==> config.mk <==
export PLATFORM = sky130hd
export DESIGN_NAME = sft_ctrl
export DESIGN_NICKNAME = d
export VERILOG_FILES = /design/src/rtl/sft_pkg.sv /design/src/rtl/sft_ctrl.sv
export SDC_FILE = /design/constraint.sdc
export NUM_CORES = 1
export LEC_CHECK = 0
export ABC_AREA = 0
export BUFFER_PORTS_ARGS = -buffer_cell sky130_fd_sc_hd__buf_2
export CAP_MARGIN = 20
export CORE_AREA = 2 2 39 41
export CTS_CLUSTER_SIZE = 14
export DETAILED_ROUTE_END_ITERATION = 8
export DIE_AREA = 0 0 41 43
export PLACE_DENSITY = 0.53
export SYNTH_ARGS = -nofsm -noshare
export SYNTH_HDL_FRONTEND = slang
export SYNTH_SLANG_ARGS = --single-unit
==> constraint.sdc <==
create_clock -name clk_i -period 1.9 [get_ports clk_i]
set_input_delay 0.095 -clock clk_i [delete_from_list [all_inputs] [get_ports clk_i]]
set_output_delay 0.095 -clock clk_i [all_outputs]
set_load 0.005 [all_outputs]
==> src/rtl/sft_pkg.sv <==
// Package for the sparse triplet fast transpose block.
// Holds payload structs, controller/datapath command and status types, and
// configuration register codes. Depends on nothing.
`timescale 1ns / 1ps
`default_nettype none

package sft_pkg;

  localparam int ROW_W      = 5;
  localparam int COL_W      = 5;
  localparam int VAL_W      = 32;
  localparam int TOTAL_W    = 7;
  localparam int CFG_IDX_W  = 2;
  localparam int CFG_DATA_W = 6;

  // Configuration register indexes.
  localparam logic [CFG_IDX_W-1:0] REG_NUM_ROWS = 2'd0;
  localparam logic [CFG_IDX_W-1:0] REG_NUM_COLS = 2'd1;

  localparam logic [CFG_DATA_W-1:0] NUM_COLS_RESET = 6'd32;

  typedef struct packed {
    logic                    has_entry;
    logic [ROW_W-1:0]        in_row;
    logic [COL_W-1:0]        in_col;
    logic signed [VAL_W-1:0] in_value;
    logic                    last_entry;
  } in_t;

  typedef struct packed {
    logic [ROW_W-1:0]        out_row;
    logic [COL_W-1:0]        out_col;
    logic signed [VAL_W-1:0] out_value;
    logic [TOTAL_W-1:0]      total_entries;
    logic                    entry_valid;
    logic                    dropped_any;
    logic                    last_result;
  } out_t;

  typedef struct packed {
    logic [CFG_IDX_W-1:0]  index;
    logic [CFG_DATA_W-1:0] data;
  } cfg_t;

  // Commands from the controller to the datapath.
  typedef struct packed {
    logic take;      // input request accepted this cycle
    logic idx_clr;   // reset the shared index counter
    logic prefix;    // one step of the start position scan
    logic sc_rd;     // read one kept entry for the scatter pass
    logic em_rd;     // read one transposed entry
    logic em_ld;     // load the read entry into the output register
    logic em_empty;  // load the empty-matrix result
    logic clear;     // clear the matrix state
  } cmd_t;

  // Status from the datapath to the controller.
  typedef struct packed {
    logic total_zero;
    logic idx_cols_end;
    logic idx_last;
    logic out_free;
  } sts_t;

endpackage

`default_nettype wire

==> src/rtl/sft_ctrl.sv <==
// Controller state machine of the sparse triplet fast transpose block.
// Sequences load, prefix, scatter and emit passes; uses sft_pkg types.
`timescale 1ns / 1ps
`default_nettype none

module sft_ctrl
  import sft_pkg::*;
(
  input  wire logic clk_i,
  input  wire logic rst_ni,
  input  wire logic in_valid_i,
  input  wire logic in_last_i,
  output logic      in_ready_o,
  input  wire sts_t sts_i,
  output cmd_t      cmd_o
);

  localparam logic [2:0] S_IDLE   = 3'd0;
  localparam logic [2:0] S_FIN    = 3'd1;
  localparam logic [2:0] S_EMPTY  = 3'd2;
  localparam logic [2:0] S_PREFIX = 3'd3;
  localparam logic [2:0] S_SCAT   = 3'd4;
  localparam logic [2:0] S_SC_END = 3'd5;
  localparam logic [2:0] S_EM_RD  = 3'd6;
  localparam logic [2:0] S_EM_LD  = 3'd7;

  logic [2:0] state_q, state_d;

  always_comb begin
    state_d    = state_q;
    cmd_o      = '0;
    in_ready_o = 1'b0;
    unique case (state_q)
      S_IDLE: begin
        in_ready_o = 1'b1;
        if (in_valid_i) begin
          cmd_o.take = 1'b1;
          if (in_last_i) begin
            state_d = S_FIN;
          end
        end
      end
      S_FIN: begin
        if (sts_i.total_zero) begin
          state_d = S_EMPTY;
        end else begin
          cmd_o.idx_clr = 1'b1;
          state_d       = S_PREFIX;
        end
      end
      S_EMPTY: begin
        if (sts_i.out_free) begin
          cmd_o.em_empty = 1'b1;
          cmd_o.clear    = 1'b1;
          state_d        = S_IDLE;
        end
      end
      S_PREFIX: begin
        cmd_o.prefix = 1'b1;
        if (sts_i.idx_cols_end) begin
          cmd_o.idx_clr = 1'b1;
          state_d       = S_SCAT;
        end
      end
      S_SCAT: begin
        cmd_o.sc_rd = 1'b1;
        if (sts_i.idx_last) begin
          state_d = S_SC_END;
        end
      end
      S_SC_END: begin
        // The final scatter write completes in this cycle.
        cmd_o.idx_clr = 1'b1;
        state_d       = S_EM_RD;
      end
      S_EM_RD: begin
        if (sts_i.out_free) begin
          cmd_o.em_rd = 1'b1;
          state_d     = S_EM_LD;
        end
      end
      S_EM_LD: begin
        cmd_o.em_ld = 1'b1;
        if (sts_i.idx_last) begin
          cmd_o.clear = 1'b1;
          state_d     = S_IDLE;
        end else begin
          state_d = S_EM_RD;
        end
      end
      default: begin
        state_d = S_IDLE;
      end
    endcase
  end

  always_ff @(posedge clk_i or negedge rst_ni) begin
    if (!rst_ni) begin
      state_q <= S_IDLE;
    end else begin
      state_q <= state_d;
    end
  end

endmodule

`default_nettype wire

Word-level counts from Yosys, hierarchy flattened
Cells that the tools add are included.
- output and inout bits: 9
- register bits: 3
- muxes and demuxes: 24
- reduce and logical (&&, ||, !) cells: 2
- equal/unequal tests: 13
- operator list (cell ; count):
    $pmux W3 S8 ; 1
    $mux W3 ; 7
    $mux W1 ; 13
    $eq A3 B3 Y1 const B ; 4
    $ne A2 B2 Y1 const B ; 6
    $eq A3 B2 Y1 const B ; 2
    $reduce_and A6 Y1 ; 1
    $eq A3 B1 Y1 const B ; 1
    $logic_not A3 Y1 ; 1
    $pmux W1 S3 ; 1
    $mux W2 ; 1
    $pmux W1 S2 ; 1

Logic depth before layout (Yosys ltp)
- word-level depth: 3
- gate-level depth with buffers: 4
- gate-level depth less buffers: 3

Worst setup path after synthesis
Ideal clock, no wire load.
- path type: reg-to-reg
- start point: register state_q[2]
- end point: register state_q[0]
- setup slack: 775 ps
- setup time: 127 ps
- period minus slack after synthesis: 1125 ps
- arrival: 997 ps
- stages on the path, launching flop included: 5
- path through: dfrtp_1 buf_6 a211o_1 a21oi_2 o22ai_2
- longest elaborated chain between the ends: 3
- elaborated cells between the ends (all ways): 16
- ends and longest elaborated chain (what ; RTL line ; RTL):
    start, declared ; sft_ctrl.sv:27 ; logic [2:0] state_q, state_d;
    start signal, assigned ; sft_ctrl.sv:101 ; state_q <= state_d;
    $eq A3 B2 Y1, or another cell as far along ; sft_ctrl.sv:33 ; unique case (state_q)
    $ne A2 B2 Y1 (no source line) ; - ;
    $reduce_and A6 Y1 (no source line) ; - ;
Parallel ways exist; a longest one is shown, timed or not.
A chain may end at the register's enable or synchronous reset.

==> results.txt <==
Hold Path Class: in -> reg
Worst Tran Pin Value: 0.404 ns
Crit path buffers/inverters: 1
total gr overflow: 0
final setup TNS: 0 ns
yosys warns: 0
Post-CTS Hold Buffers: 1
Unique masters post-synth: 23
Arr. time, crit path: 1.36 ns
Slowest cell on crit path: dfrtp_1
Resize count post-CTS: 0
Routability Congestion: 0.623
Top reg by flops: state_q
site row count: 14
fmax: 686 MHz
DRC viols: 0
total track usage: 8.76%
FFs w/ async S/R, synth: 100%
cell breakdown of the critical path: and2b_2 > nand2_1 > a21boi_0 > buf_2
leakage: 0.214 nW
Initial DRT Pass Iterations: 2
count leader, synth: nand2_1
Worst path top cell family by delay: flip-flops
CTS Root Buffer Type: clkbuf_4
RSZ-0062 raised after global routing: false
number of max-cap violations: 0
initial antenna violation count: 0
Core Util, Final: 29.9%
largest area contributor in the netlist: dfrtp_1
biggest regs: state_q x3
Clock Latency Late Sink: 0.23 ns
Setup crit start kind: flip-flop
final total power: 0.630 mW
TritonCTS clock tree: yes
Layout Cells excl Fill: 71
final net count: 64
ANT cells: 0
Clock power frac: 17.6%
WL/cell: 9.63 um
Detail Placement HPWL: 505 um
clock tree buffer depth: 2
max FFs per register: 3
Switching Share: 41.9%
final wirelength: 684 um
Most used DFF post-synth: dfrtp_1
CP peak stage delay: 0.58 ns
Die X: 41 um
Placed Cells: 66
via-per-instance ratio: 4.37
outcome: completed
P_sw: 0.264 mW
Num Clock Sinks: 3
Tcrit/Tclk final: 76.7%
H-tree depth: 1
Layout Skew: 0.00118 ns
crit path from: state_q[1]
CTS buffer count: 3
Starting Density: 22.5%
Post-CTS Setup Bufs: 0
die height: 43 um
cell area after synthesis: 312 um2
core area: 0.00138 mm2
minimum clock period: 1.46 ns
Clock Pin Slew Worst Setup and Hold Paths: 0.04 ns
CP Max Fanout: 15
global-route wire length before repair: 1010 um
Final Max Tran Viols: 0
vias in the first global route: 265
Area Overhead vs Synth: 32.9%
PortBufs: 16
antenna-violating nets left: 0
num ports: 17
DR vias: 310
Seq cells post-synth: 3
Power Density: 1520 mW/mm2
worst vdd ir: 0.475 mV
sequential element share of the synthesized area: 24.1%
Final Hold Viols: 0
main area contributors after synthesis: dfrtp_1 24%, buf_6 11%, nand3_1 4.8%
min setup slack post-route: 0.443 ns
DR iter-0 viols: 3
CP endpoint kind: primary output
Req. time, crit path: 1.80 ns
Flop pwr share: 31.8%
slew margin rel.: 73.0%
hold path start: sts_i[2]
Synth top area share: 24.1%
Post-synth EDFFs: 0
WS Path Type: reg -> out
share of cells above drive strength 1: 45.5%
Synth Instances: 37
Syn Area/Cell: 8.42 um2
Post-Place Worst Slack: 0.605 ns
Gate power share: 50.7%
Setup violations, final: 0
most common library cells after synthesis: 4 x nand2_1, 3 x buf_6, 3 x dfrtp_1, 3 x nand3_1
die area: 0.00176 mm2
Pint: 0.367 mW
Post-Syn Nets: 45
largest net degree at the start of global routing: 16
R2R Path Start: state_q[1]
-- metal layers --
metal	wire, um	vias up	GRT usage (%)
met4	0	0	8.00
met5	0	-	0
met3	56	0	1.57
li1	-	165	-
met2	294	12	12.2
met1	333	133	10.7
-- worst paths after layout --
check | end | slack, ns | cells after the start
setup / recovery | cmd_o[6] | 0.44 | 4
max in group asynchronous | state_q[0] | 1.61 | 2
hold reg to reg | state_q[2] | 0.71 | 2
setup reg to reg | state_q[1] | 0.59 | 3
hold / removal | state_q[0] | 0.12 | 2
min in group asynchronous | state_q[1] | 0.19 | 2
-- cells in the final DEF, fill, tap and decap left out --
cell	instances
clkbuf_1	1
dlygate4sd3_1	1
a221o_1	1
nand2_1	4
and2_1	2
mux2_2	1
and2b_2	1
dfrtp_1	3
and3_2	1
o22ai_2	1
o21bai_1	1
o22a_2	1
a21o_1	1
a21oi_2	1
nand2b_1	1
nor3b_1	1
nand3_1	3
a211o_1	1
nor3_1	2
buf_2	16
o21ai_0	2
or2b_1	1
inv_1	2
nor2_1	1
a21boi_0	2
clkbuf_4	3
-- metrics by stage --
step | cell area [um2] | hold WS (ns)
detailed placement | 378 | -0.106
global placement | 378 | -0.105
CTS | 414 | 0.116
finish | 414 | 0.117
floorplan | 312 | -0.201
global route | 414 | 0.119
-- cell type report --
| class | count | area, um2 |
|---|---|---|
| fill | 154 | 970 |
| inverter | 2 | 7.51 |
| clock buffer | 4 | 26.3 |
| multi-input combinational | 29 | 195 |
| timing repair buffer | 17 | 90.1 |
| tap | 16 | 20.0 |
| sequential | 3 | 75.1 |
-- power groups by stage --
stage	clock [mW]	combinational [mW]	sequential (mW)
final	0.111	0.319	0.200
after detailed placement	0	0.323	0.199
after global placement	0	0.322	0.197
after CTS	0.120	0.326	0.198
after floorplan	0	0.347	0.128
after global routing	0.127	0.368	0.207
-- kinds of logic after synthesis --
group	count (synthesis)	synth area share [%]
simple gates	17	30.1
compound gates	11	28.9
buf+inv	5	13.3
flops	3	24.1
mux	1	3.61
No activity file was read; power rests on OpenSTA's default activity.
